--- src/tln_pkg.sv ---
// Package for the text line normaliser: command word passed from the front
// end to the back end, opcodes, character codes and the ring-address helper.
// No dependencies.
`default_nettype none

package tln_pkg;

    // Capacity range of the line store; the command fields are sized for the top end.
    localparam int LINE_CAP_MAX     = 64;
    localparam int LINE_CAP_DEF     = 40;
    localparam int PTR_W            = $clog2(LINE_CAP_MAX);
    localparam int LEN_W            = $clog2(LINE_CAP_MAX + 1);

    localparam int QUEUE_DEPTH      = 4;
    localparam int QPTR_W           = $clog2(QUEUE_DEPTH);

    // Opcodes carried on the input tuser.
    localparam logic [1:0] OP_DATA   = 2'd0;
    localparam logic [1:0] OP_FINISH = 2'd1;
    localparam logic [1:0] OP_RESET  = 2'd2;

    // Character codes.
    localparam logic [7:0] CH_EOL       = 8'h9B;
    localparam logic [7:0] CH_CR        = 8'h0D;
    localparam logic [7:0] CH_LF        = 8'h0A;
    localparam logic [7:0] CH_PRINT_MAX = 8'd126;
    localparam logic [7:0] CH_PRINT_MIN = 8'd32;
    localparam logic [7:0] CH_SPACE     = 8'h20;
    localparam logic [7:0] CH_QMARK     = 8'h3F;
    localparam logic [7:0] CH_NONE      = 8'h00;

    // Segment kinds.
    localparam logic KIND_LINE  = 1'b0;
    localparam logic KIND_BREAK = 1'b1;

    // One unit of work for the back end: an optional segment read-out followed
    // by an optional store write.
    typedef struct packed {
        logic             emit;
        logic             kind;
        logic [PTR_W-1:0] start;
        logic [LEN_W-1:0] count;
        logic             wr;
        logic [PTR_W-1:0] waddr;
        logic [7:0]       wdata;
    } tln_cmd_t;

    // Ring address a + b, where a < cap and b <= cap.
    function automatic logic [PTR_W-1:0] wrap_add(input logic [PTR_W-1:0] a,
                                                  input logic [LEN_W-1:0] b,
                                                  input logic [LEN_W-1:0] cap);
        logic [LEN_W:0] sum;
        sum = {{(LEN_W + 1 - PTR_W){1'b0}}, a} + {1'b0, b};
        if (sum >= {1'b0, cap}) begin
            sum = sum - {1'b0, cap};
        end
        return sum[PTR_W-1:0];
    endfunction

endpackage

`default_nettype wire

--- src/tln_front.sv ---
// Front end of the text line normaliser: accepts words, sanitises bytes and
// keeps the line bookkeeping, issuing at most one command per word. Uses tln_pkg.
`default_nettype none

module tln_front
    import tln_pkg::*;
#(
    parameter int LINE_CAPACITY = LINE_CAP_DEF
) (
    input  wire logic       aclk,
    input  wire logic       aresetn,
    input  wire logic       s_tvalid,
    output logic            s_tready,
    input  wire logic [7:0] s_tdata,
    input  wire logic [1:0] s_tuser,
    input  wire logic       q_ready,
    output logic            q_push,
    output tln_cmd_t        q_cmd
);

    localparam logic [LEN_W-1:0] CAP = LEN_W'(LINE_CAPACITY);

    logic [LEN_W-1:0] len_reg, len_next;
    logic [LEN_W-1:0] sp_reg, sp_next;
    logic [PTR_W-1:0] base_reg, base_next;
    logic             skip_lf_reg, skip_lf_next;
    logic             hi_fold_reg, hi_fold_next;

    logic             accept;
    logic             is_end;
    logic             is_high;
    logic [7:0]       ch;
    logic [LEN_W-1:0] kept_len;

    assign s_tready = q_ready;
    assign accept   = s_tvalid & q_ready;
    assign is_end   = (s_tdata == CH_EOL) || (s_tdata == CH_CR) || (s_tdata == CH_LF);
    assign is_high  = s_tdata > CH_PRINT_MAX;

    always_comb begin
        if (is_high) begin
            ch = CH_QMARK;
        end else if (s_tdata < CH_PRINT_MIN) begin
            ch = CH_SPACE;
        end else begin
            ch = s_tdata;
        end
    end

    always_comb begin
        len_next      = len_reg;
        sp_next       = sp_reg;
        base_next     = base_reg;
        skip_lf_next  = skip_lf_reg;
        hi_fold_next  = hi_fold_reg;
        kept_len      = len_reg;
        q_push        = 1'b0;
        q_cmd.emit    = 1'b0;
        q_cmd.kind    = KIND_LINE;
        q_cmd.start   = base_reg;
        q_cmd.count   = len_reg;
        q_cmd.wr      = 1'b0;
        q_cmd.waddr   = wrap_add(base_reg, len_reg, CAP);
        q_cmd.wdata   = ch;
        if (accept) begin
            case (s_tuser)
                OP_RESET: begin
                    len_next      = '0;
                    sp_next       = '0;
                    base_next     = '0;
                    skip_lf_next  = 1'b0;
                    hi_fold_next  = 1'b0;
                end
                OP_FINISH: begin
                    if (len_reg != '0) begin
                        q_push        = 1'b1;
                        q_cmd.emit    = 1'b1;
                        len_next      = '0;
                        sp_next       = '0;
                        hi_fold_next  = 1'b0;
                    end
                end
                OP_DATA: begin
                    skip_lf_next = 1'b0;
                    if (skip_lf_reg && (s_tdata == CH_LF)) begin
                        // Second half of a CR LF pair: dropped.
                    end else if (is_end) begin
                        skip_lf_next  = (s_tdata == CH_CR);
                        q_push        = 1'b1;
                        q_cmd.emit    = 1'b1;
                        len_next      = '0;
                        sp_next       = '0;
                        hi_fold_next  = 1'b0;
                    end else if (is_high && hi_fold_reg) begin
                        // Later bytes of a high run fold into the one '?'.
                    end else begin
                        q_push        = 1'b1;
                        q_cmd.wr      = 1'b1;
                        hi_fold_next  = is_high;
                        if (len_reg >= CAP) begin
                            // Full store: break after the last space, or take
                            // the whole store when there is none. The new
                            // character lands in the slot just freed at base.
                            q_cmd.emit    = 1'b1;
                            q_cmd.kind    = KIND_BREAK;
                            hi_fold_next  = 1'b0;
                            if (sp_reg != '0) begin
                                q_cmd.count = sp_reg;
                                kept_len    = len_reg - sp_reg;
                                base_next   = wrap_add(base_reg, sp_reg, CAP);
                            end else begin
                                kept_len    = '0;
                            end
                        end
                        len_next = kept_len + LEN_W'(1);
                        if (ch == CH_SPACE) begin
                            sp_next = kept_len + LEN_W'(1);
                        end else if (len_reg >= CAP) begin
                            sp_next = '0;
                        end
                    end
                end
                default: begin
                end
            endcase
        end
    end

    always_ff @(posedge aclk) begin
        if (!aresetn) begin
            len_reg      <= '0;
            sp_reg       <= '0;
            base_reg     <= '0;
            skip_lf_reg  <= 1'b0;
            hi_fold_reg  <= 1'b0;
        end else begin
            len_reg      <= len_next;
            sp_reg       <= sp_next;
            base_reg     <= base_next;
            skip_lf_reg  <= skip_lf_next;
            hi_fold_reg  <= hi_fold_next;
        end
    end

endmodule

`default_nettype wire

--- src/tln_queue.sv ---
// Small command queue between the front and back ends of the line normaliser.
// Uses tln_pkg for the command type and depth.
`default_nettype none

module tln_queue
    import tln_pkg::*;
(
    input  wire logic      aclk,
    input  wire logic      aresetn,
    input  wire logic      push,
    input  wire tln_cmd_t  push_cmd,
    output logic           ready,
    input  wire logic      pop,
    output logic           valid,
    output tln_cmd_t       head
);

    tln_cmd_t            slot_reg [QUEUE_DEPTH];
    logic [QPTR_W-1:0]   wptr_reg, wptr_next;
    logic [QPTR_W-1:0]   rptr_reg, rptr_next;
    logic [QPTR_W:0]     fill_reg, fill_next;
    logic                do_push;
    logic                do_pop;

    assign ready   = fill_reg != (QPTR_W + 1)'(QUEUE_DEPTH);
    assign valid   = fill_reg != '0;
    assign head    = slot_reg[rptr_reg];
    assign do_push = push & ready;
    assign do_pop  = pop & valid;

    always_comb begin
        wptr_next = do_push ? wptr_reg + QPTR_W'(1) : wptr_reg;
        rptr_next = do_pop ? rptr_reg + QPTR_W'(1) : rptr_reg;
        fill_next = fill_reg;
        if (do_push && !do_pop) begin
            fill_next = fill_reg + (QPTR_W + 1)'(1);
        end else if (do_pop && !do_push) begin
            fill_next = fill_reg - (QPTR_W + 1)'(1);
        end
    end

    always_ff @(posedge aclk) begin
        if (do_push) begin
            slot_reg[wptr_reg] <= push_cmd;
        end
    end

    always_ff @(posedge aclk) begin
        if (!aresetn) begin
            wptr_reg <= '0;
            rptr_reg <= '0;
            fill_reg <= '0;
        end else begin
            wptr_reg <= wptr_next;
            rptr_reg <= rptr_next;
            fill_reg <= fill_next;
        end
    end

endmodule

`default_nettype wire

--- src/tln_back.sv ---
// Back end of the text line normaliser: owns the line store, reads segments
// out through a registered output word and performs store writes. Uses tln_pkg.
`default_nettype none

module tln_back
    import tln_pkg::*;
#(
    parameter int LINE_CAPACITY = LINE_CAP_DEF
) (
    input  wire logic       aclk,
    input  wire logic       aresetn,
    input  wire logic       q_valid,
    input  wire tln_cmd_t   q_head,
    output logic            q_pop,
    output logic            m_tvalid,
    input  wire logic       m_tready,
    output logic [7:0]      m_tdata,
    output logic            m_tlast,
    output logic [1:0]      m_tuser
);

    localparam int               AW  = $clog2(LINE_CAPACITY);
    localparam logic [LEN_W-1:0] CAP = LEN_W'(LINE_CAPACITY);

    localparam logic [2:0] S_IDLE = 3'd0;
    localparam logic [2:0] S_RD   = 3'd1;
    localparam logic [2:0] S_OUT  = 3'd2;
    localparam logic [2:0] S_MARK = 3'd3;
    localparam logic [2:0] S_WR   = 3'd4;

    logic [7:0]       mem [LINE_CAPACITY];

    logic [2:0]       state_reg, state_next;
    tln_cmd_t         cur_reg, cur_next;
    logic [LEN_W-1:0] idx_reg, idx_next;
    logic [7:0]       rdata_reg;
    logic             out_valid_reg, out_valid_next;
    logic [7:0]       out_byte_reg;
    logic             out_has_reg;
    logic             out_last_reg;
    logic             out_kind_reg;

    logic             rd_en;
    logic [PTR_W-1:0] rd_addr;
    logic             wr_en;
    logic             load;
    logic [7:0]       ld_byte;
    logic             ld_has;
    logic             ld_last;
    logic             out_free;
    logic             seg_end;

    assign out_free = !out_valid_reg || m_tready;
    assign seg_end  = (idx_reg + LEN_W'(1)) == cur_reg.count;

    always_comb begin
        state_next = state_reg;
        cur_next   = cur_reg;
        idx_next   = idx_reg;
        q_pop      = 1'b0;
        rd_en      = 1'b0;
        rd_addr    = wrap_add(cur_reg.start, idx_reg + LEN_W'(1), CAP);
        wr_en      = 1'b0;
        load       = 1'b0;
        ld_byte    = rdata_reg;
        ld_has     = 1'b1;
        ld_last    = seg_end;
        case (state_reg)
            S_IDLE: begin
                if (q_valid) begin
                    q_pop    = 1'b1;
                    cur_next = q_head;
                    if (!q_head.emit) begin
                        state_next = S_WR;
                    end else if (q_head.count == '0) begin
                        state_next = S_MARK;
                    end else begin
                        state_next = S_RD;
                    end
                end
            end
            S_RD: begin
                rd_en      = 1'b1;
                rd_addr    = cur_reg.start;
                idx_next   = '0;
                state_next = S_OUT;
            end
            S_OUT: begin
                if (out_free) begin
                    load = 1'b1;
                    if (seg_end) begin
                        state_next = S_WR;
                    end else begin
                        // Fetch the next character while this one is shown.
                        rd_en    = 1'b1;
                        idx_next = idx_reg + LEN_W'(1);
                    end
                end
            end
            S_MARK: begin
                if (out_free) begin
                    load       = 1'b1;
                    ld_byte    = CH_NONE;
                    ld_has     = 1'b0;
                    ld_last    = 1'b1;
                    state_next = S_WR;
                end
            end
            S_WR: begin
                wr_en      = cur_reg.wr;
                state_next = S_IDLE;
            end
            default: begin
                state_next = S_IDLE;
            end
        endcase
    end

    always_comb begin
        if (load) begin
            out_valid_next = 1'b1;
        end else if (m_tready) begin
            out_valid_next = 1'b0;
        end else begin
            out_valid_next = out_valid_reg;
        end
    end

    always_ff @(posedge aclk) begin
        if (wr_en) begin
            mem[cur_reg.waddr[AW-1:0]] <= cur_reg.wdata;
        end
        if (rd_en) begin
            rdata_reg <= mem[rd_addr[AW-1:0]];
        end
    end

    always_ff @(posedge aclk) begin
        cur_reg <= cur_next;
        idx_reg <= idx_next;
        if (load) begin
            out_byte_reg <= ld_byte;
            out_has_reg  <= ld_has;
            out_last_reg <= ld_last;
            out_kind_reg <= cur_reg.kind;
        end
    end

    always_ff @(posedge aclk) begin
        if (!aresetn) begin
            state_reg     <= S_IDLE;
            out_valid_reg <= 1'b0;
        end else begin
            state_reg     <= state_next;
            out_valid_reg <= out_valid_next;
        end
    end

    assign m_tvalid = out_valid_reg;
    assign m_tdata  = out_byte_reg;
    assign m_tlast  = out_last_reg;
    assign m_tuser  = {out_kind_reg, out_has_reg};

endmodule

`default_nettype wire

--- src/text_line_normalizer.sv ---
// Top level of the text line normaliser: front end, command queue and back end.
// Depends on tln_pkg, tln_front, tln_queue and tln_back.
//
//  Channel  | Direction | Handshake          | Contents
//  ---------+-----------+--------------------+---------------------------------------
//  s_       | in        | s_tvalid/s_tready  | tdata: data_byte; tuser: opcode
//  m_       | out       | m_tvalid/m_tready  | tdata: out_byte; tlast: segment_last;
//           |           |                    | tuser: has_byte, segment_kind
//
// The front end takes one word a cycle while the four-entry command queue has room.
// In the back end a stored character takes a dequeue and a store write; a segment of
// n characters a dequeue, the first read, one output word a cycle while m_ does not
// stall, and a retire; an empty-line marker a dequeue, the marker word and a retire.
// Reset (aresetn low at a clock edge) empties the queue and clears the line state;
// the store itself needs no clearing pass. A stall on m_ holds the output word and
// the back end, and input words keep flowing until the queue fills.
`default_nettype none

module text_line_normalizer
    import tln_pkg::*;
#(
    parameter int LINE_CAPACITY = LINE_CAP_DEF
) (
    input  wire logic       aclk,
    input  wire logic       aresetn,
    input  wire logic       s_tvalid,
    output logic            s_tready,
    input  wire logic [7:0] s_tdata,   // [7:0] data_byte
    input  wire logic [1:0] s_tuser,   // [1:0] opcode
    output logic            m_tvalid,
    input  wire logic       m_tready,
    output logic [7:0]      m_tdata,   // [7:0] out_byte
    output logic            m_tlast,
    output logic [1:0]      m_tuser    // [0] has_byte, [1] segment_kind
);

    logic     push;
    tln_cmd_t push_cmd;
    logic     q_ready;
    logic     q_valid;
    logic     q_pop;
    tln_cmd_t q_head;

    // Sanitising, CR LF folding and line bookkeeping; the front end knows where
    // every character sits in the ring, so it decides overflow breaks on its own.
    tln_front #(
        .LINE_CAPACITY(LINE_CAPACITY)
    ) u_front (
        .aclk    (aclk),
        .aresetn (aresetn),
        .s_tvalid(s_tvalid),
        .s_tready(s_tready),
        .s_tdata (s_tdata),
        .s_tuser (s_tuser),
        .q_ready (q_ready),
        .q_push  (push),
        .q_cmd   (push_cmd)
    );

    tln_queue u_queue (
        .aclk    (aclk),
        .aresetn (aresetn),
        .push    (push),
        .push_cmd(push_cmd),
        .ready   (q_ready),
        .pop     (q_pop),
        .valid   (q_valid),
        .head    (q_head)
    );

    // Line store and output; commands are carried out strictly in order, so a
    // segment read always sees every earlier write.
    tln_back #(
        .LINE_CAPACITY(LINE_CAPACITY)
    ) u_back (
        .aclk    (aclk),
        .aresetn (aresetn),
        .q_valid (q_valid),
        .q_head  (q_head),
        .q_pop   (q_pop),
        .m_tvalid(m_tvalid),
        .m_tready(m_tready),
        .m_tdata (m_tdata),
        .m_tlast (m_tlast),
        .m_tuser (m_tuser)
    );

endmodule

`default_nettype wire
--- config.mk ---
export PLATFORM = sky130hd
export DESIGN_NAME = text_line_normalizer
export DESIGN_NICKNAME = d
export VERILOG_FILES = /design/src/tln_pkg.sv /design/src/tln_front.sv /design/src/tln_queue.sv /design/src/tln_back.sv /design/src/text_line_normalizer.sv
export SDC_FILE = /design/constraint.sdc
export NUM_CORES = 1
export LEC_CHECK = 0
export BUFFER_PORTS_ARGS = -buffer_cell sky130_fd_sc_hd__buf_4
export CAP_MARGIN = 20
export CORE_ASPECT_RATIO = 2
export CORE_MARGIN = 5
export CORE_UTILIZATION = 63
export CTS_CLUSTER_SIZE = 20
export DETAILED_ROUTE_END_ITERATION = 8
export GPL_ROUTABILITY_DRIVEN = 0
export PLACE_DENSITY = 0.81
export SETUP_SLACK_MARGIN = 0.5
export SYNTH_ARGS = -nofsm -noshare
export SYNTH_HDL_FRONTEND = slang
export SYNTH_SLANG_ARGS = --single-unit
--- constraint.sdc ---
create_clock -name aclk -period 3.9 [get_ports aclk]
set_input_delay 0.195 -clock aclk [delete_from_list [all_inputs] [get_ports aclk]]
set_output_delay 0.195 -clock aclk [all_outputs]
set_load 0.005 [all_outputs]
Yosys cells after proc, flatten, opt, wreduce, memory -nomap -nowiden
Memories as Yosys holds them, arrays and structs flattened. A register that Yosys moved wholly into a read port is not among the register bits.
Index checks and enable logic that the tools add are counted.
Widths: inputs -> output; s select.
Storage, ports and cells
  flip-flop bits (word level): 80
  memory bits (writable): 440
  bits of input ports: 14
  memories kept: 2
Operators by class
  $add $sub $neg: 13
  order comparisons: 6
  equality and inequality tests: 25
  muxes and demuxes: 93
  bitwise operators: 3
  reduce and logical (&&, ||, !) cells: 29
Memories
  u_back.mem: depth 40, bits a word 8, rd ports 1, clocked after Yosys merged registers in 1, wr ports 1, RTL line tln_back.sv:31  | logic [7:0] mem [LINE_CAPACITY];
  u_queue.slot_reg: depth 4, bits a word 30, rd ports 1, clocked after Yosys merged registers in 1, wr ports 1, RTL line tln_queue.sv:18  | tln_cmd_t slot_reg [QUEUE_DEPTH];
Operators by type and width (count)
  $mux 7: 20
  $mux 8: 9
  $mux 6: 9
  $pmux 7 s3: 2
  $mux 1: 31
  $add 6x7->8: 3
  $ge 8x6->1 const B: 3
  $mux 3: 7
  $sub 6x6->6 const B: 3
  $eq 8x4->1 const B: 2
  $add 7x1->7 const B: 2
  $mux 2: 7
  $pmux 7 s2: 1
  $reduce_bool 7->1: 2
  $ne 2x1->1 const B: 6
  $pmux 3 s4: 1
  $pmux 6 s2: 1
  $ne 2x2->1 const B: 5
  $eq 8x6->1 const B: 1
  $eq 8x8->1 const B: 1
  $gt 8x7->1 const B: 1
  $lt 8x6->1 const B: 1
  $pmux 1 s2: 4
  $reduce_bool 2->1: 4
  other kinds (30): 43

Longest topological paths before layout
  word-level depth: 14
  mapped depth: 15

Hierarchy
From an unflattened synthesis, not the netlist that was laid out.
Unflattened totals
  cell total of the unflattened synthesis: 1628
  area total of the unflattened synthesis: 22874.4 um^2
By module, submodules not included
  tln_back: instances 1, cells an instance 1124, area an instance 15584.9 um^2
  tln_queue: instances 1, cells an instance 204, area an instance 4834.6 um^2
  tln_front: instances 1, cells an instance 300, area an instance 2454.9 um^2

Least setup slack after synthesis
OpenSTA, ideal clock, no wires.
  kind: register to register
  from: reg u_back.idx_reg[0]
  to: reg u_back.rdata_reg[5] (read register of u_back.mem) (data pin)
  library setup time: 0.274 ns
  arrival time: 3.311 ns
  data required time: 3.626 ns
  path slack: 0.315 ns
  stages on the path, launching flop included: 15
  buffers on the path: 1
  period minus slack after synthesis: 3.585 ns
  path through: edfxtp_1 -> ha_1 -> nand3_1 -> xor2_1 -> inv_1 -> ha_1 -> a21o_1 -> a221oi_1 -> mux2i_1 -> a21oi_1 -> mux2_2 -> a21oi_1 -> buf_2 -> a221o_1 -> a31oi_1
On the way
  longest elaborated chain between the ends: 5
  elaborated cells on any way between the ends: 10
  those cells by class: add/sub (3); order compare (1); eq/ne (1); mux (5)
RTL lines
  start, declared: RTL line tln_back.sv:35  | logic [LEN_W-1:0] idx_reg, idx_next;
  start signal, assigned: RTL line tln_back.sv:140  | idx_reg <= idx_next;
  $add 7x1->7 *: RTL line tln_back.sv:54, tln_back.sv:62
  $add 6x7->8 / $eq 7x7->1 (equally long branches): RTL line tln_pkg.sv:53, tln_back.sv:54
  $ge 8x6->1, or another cell as far along: RTL line tln_pkg.sv:54  | if (sum >= {1'b0, cap}) begin
  $mux 6 / $mux 1 (equally long branches): RTL line tln_pkg.sv:54, tln_back.sv:89
  $mux 6 / $pmux 1 s2 (equally long branches): RTL line tln_back.sv:68  | case (state_reg)
  end, declared: RTL line tln_back.sv:36  | logic [7:0] rdata_reg;
Mark *: on every way between the ends. The rest lies on a longest branch, timed or not.
A chain may end at the register's enable or synchronous reset.

Final worst setup path
  from: reg u_back.idx_reg[1]
  to: reg u_back.rdata_reg[4] (read register of u_back.mem) (data pin)
Same word-level chain as after synthesis.

==> out/metrics.cfg <==
[placed_design]
portBuffers=26
dpl.hpwl_um=32480

[synth]
ys_seq_area_share_pct=70.61
synth_seq_cells=530
synth-async-reset-ratio_pct=0
syn_area_per_cell_um2=17.40
synth_edf_count=495
yosys_warnings=0
ys.flop_type=edfxtp_1
synth_area_um2=22040
syn_inst=1267
yosysUniqueCellTypes=68

[setup_path]
cp_max_fo=6
cp-startpoint=u_back.idx_reg[1]
path_cells=buf_4, ha_4, nand3_4, xor2_2, inv_2, ha_4, a21o_1, a221oi_2, mux2i_2, o31ai_2, o21a_2, clkbuf_16, a21oi_1, a221o_1, a31oi_1
r2r-start=u_back.idx_reg[1]
cp_common_cell=ha_4
crit_arrival_ps=3990
max_stage_delay_ps=430
path_class=flip-flop to flip-flop
worstSetupEndpointType=flip-flop
cp-start-kind=flip-flop
cpMaxStageDelayCell=edfxtp_1
required_ps=4300

[clocking]
cts_made_buffers=42
cts_tree=done
cts_root_buf=clkbuf_16
htreeDepth=2
clock_latency_ps=560
clockBufferDepth=3
cts.clk_slew.worst_paths_ps=70
clkSinkCount=530

[min_path]
hold_path.startpoint=s_tdata[4]
hp-class=input port to flip-flop

[detailed_routing]
wirelength_um=49080
wl_per_cell_um=26.87
drtPass1Iterations=8
ant_nets=0
dr_total_vias=11890
drc_errors=0
drtIter0Drc=884
viasPerCell=6.507

[layout]
antennaDiodeCount=0
largest_register_ffs=320
num-fill-cells=1992
drive_above_1_share_pct=21.13
layout.nets=1403
areaGrowthSynthToFinish_pct=12.31

[sta]
fin_skew_ps=28.00
fin_crit_ps=3599
hold_violations=0
slew_headroom_pct=27.32
finalMaxSlewViolations=0
rsz0062_at_grt=true
fmax_ghz=0.2779
finalSetupViolCount=0
tns_ps=0
fin_crit_sh_pct=92.28
tightestPinTransition_ps=1090

[global_route]
grt_max_degree=44
grt.overflow.total=0
antenna_found_initial=0
grt_pass1_wl_um=74210
grt_pass1_vias=12540
grt_usage_pct=25.65

[floorplanning]
fp.dieH_um=274.5
rows=97
die_area_um2=39060
io_pins=27
start_util_pct=63.29
core_area_um2=34830
die_x_um=142.3

[run_status]
outcome=finished clean

[run]
maxCapViolations=0

through the flow:
stage          worst slack (ps)  utilization [%]  instance area, um^2  instances  hold slack [ps]
5_1_grt                   265.8            71.08                24760       1827            39.43
3_5_place_dp              37.47            65.62                22860       1726            419.2
2_1_floorplan             508.7                -                22080       1270            353.5
3_3_place_gp              327.0            65.62                22860       1726            404.2
4_1_cts                   492.9            70.70                24620       1816            2.670
6_report                  301.0            71.08                24760       1827            13.56
repair_timing:
| item | 4_1_cts | 5_1_grt |
|---|---|---|
| gates resized for setup | 44 | 11 |
| buffers inserted | 9 | 9 |
| hold endpoints to repair | 2 | 0 |
| cloned | 1 | 2 |
| hold buffers | 3 | 0 |
| endpoints found under the setup margin | 8 | 8 |
| pin swaps | 9 | 24 |
cell usage in the layout (no fill, tap or decap), drive strengths merged, types with 7 or more instances in the layout:
cell type / instances
a211oi: 10
a21boi: 7
a21o: 14
a21oi: 36
a221o: 10
a22o: 13
a22oi: 8
a31oi: 9
and2: 34
buf: 78
clkbuf: 52
clkinv: 13
dfxtp: 35
edfxtp: 495
ha: 35
inv: 36
mux2i: 7
mux4: 110
nand2: 93
nand3: 42
nor2: 67
nor2b: 19
nor3: 12
o21ai: 16
or3: 8
xnor2: 23
xor2: 17
per-layer routing:
| layer | vias to the layer above | share of wire (%) | GRT usage, % |
|---|---|---|---|
| li1 | 5156 | - | - |
| met1 | 6010 | 31 | 25.96 |
| met2 | 543 | 56 | 48.03 |
| met3 | 179 | 4.9 | 3.166 |
| met4 | 0 | 8.3 | 17.29 |
| met5 | - | 0 | 0 |
critical path, delay by kind of cell (launching register included):
kind                     cells  cell delay [ps]
AO/OA/AOI/OAI                7             1660
XOR/XNOR                     1              180
adder cells (fa/ha/maj)      2              450
buffers and inverters        3              460
flip-flops                   1              430
multiplexers                 1              160
AND/OR/NAND/NOR              1               90
final timing paths:
kind                                             to  slack, ps  cells after the start
worst max-delay path            u_back.rdata_reg[4]        300                     15
worst min-delay path            u_front.skip_lf_reg         10                      4
worst max register to register  u_back.rdata_reg[4]        300                     15
worst min register to register  u_back.out_kind_reg        420                      0
final cells by class:
class	count	area, um^2	share of cell area [%]
Sequential cell	530	15570	62.87
Multi-Input combinational cell	660	6360	25.69
Clock buffer	50	1081	4.367
Timing Repair Buffer	83	755.7	3.053
Tap cell	445	556.8	2.249
Clock inverter	27	317.8	1.284
Inverter	32	120.1	0.4852
cells in the mapped netlist (6+ instances only):
| library cell | instances | area [um^2] |
|---|---|---|
| a21o_1 | 14 | 105.1 |
| nor2b_1 | 19 | 118.9 |
| mux4_1 | 15 | 394.1 |
| xor2_1 | 17 | 148.9 |
| a211oi_1 | 10 | 75.07 |
| ha_1 | 35 | 437.9 |
| nor3_1 | 12 | 60.06 |
| o21a_1 | 6 | 45.04 |
| edfxtp_1 | 495 | 14860 |
| nor2_1 | 67 | 251.5 |
| or3_1 | 8 | 50.05 |
| a22oi_1 | 8 | 60.06 |
| a21oi_1 | 36 | 180.2 |
| a21boi_0 | 6 | 45.04 |
| xnor2_1 | 23 | 201.4 |
| a31oi_1 | 9 | 56.30 |
| o21ai_0 | 14 | 70.07 |
| mux4_2 | 95 | 2140 |
| buf_1 | 7 | 26.28 |
| and2_1 | 34 | 212.7 |
| buf_6 | 8 | 90.09 |
| a221o_1 | 10 | 100.1 |
| nand2_1 | 93 | 349.1 |
| nand3_1 | 42 | 210.2 |
| buf_2 | 10 | 50.05 |
| dfxtp_1 | 35 | 700.7 |
| a22o_1 | 13 | 113.9 |
| clkbuf_1 | 16 | 60.06 |
| inv_1 | 31 | 116.4 |
cell families (layout without fill, tap and decap cells):
logic type / after synthesis / in the layout / synth area share (%)
adder cells (fa/ha/maj): 40 / 40 / 2.441
flip-flops: 530 / 530 / 70.61
AND/OR/NAND/NOR: 312 / 312 / 6.908
AO/OA/AOI/OAI: 146 / 146 / 4.581
other: 1 / 4 / 0.01701
multiplexers: 118 / 118 / 11.98
XOR/XNOR: 40 / 40 / 1.589
buffers and inverters: 80 / 192 / 1.879
Power is left out: the tool's default activity adds up to more than one toggle a clock period on the data nets, which glitch-free logic cannot reach.
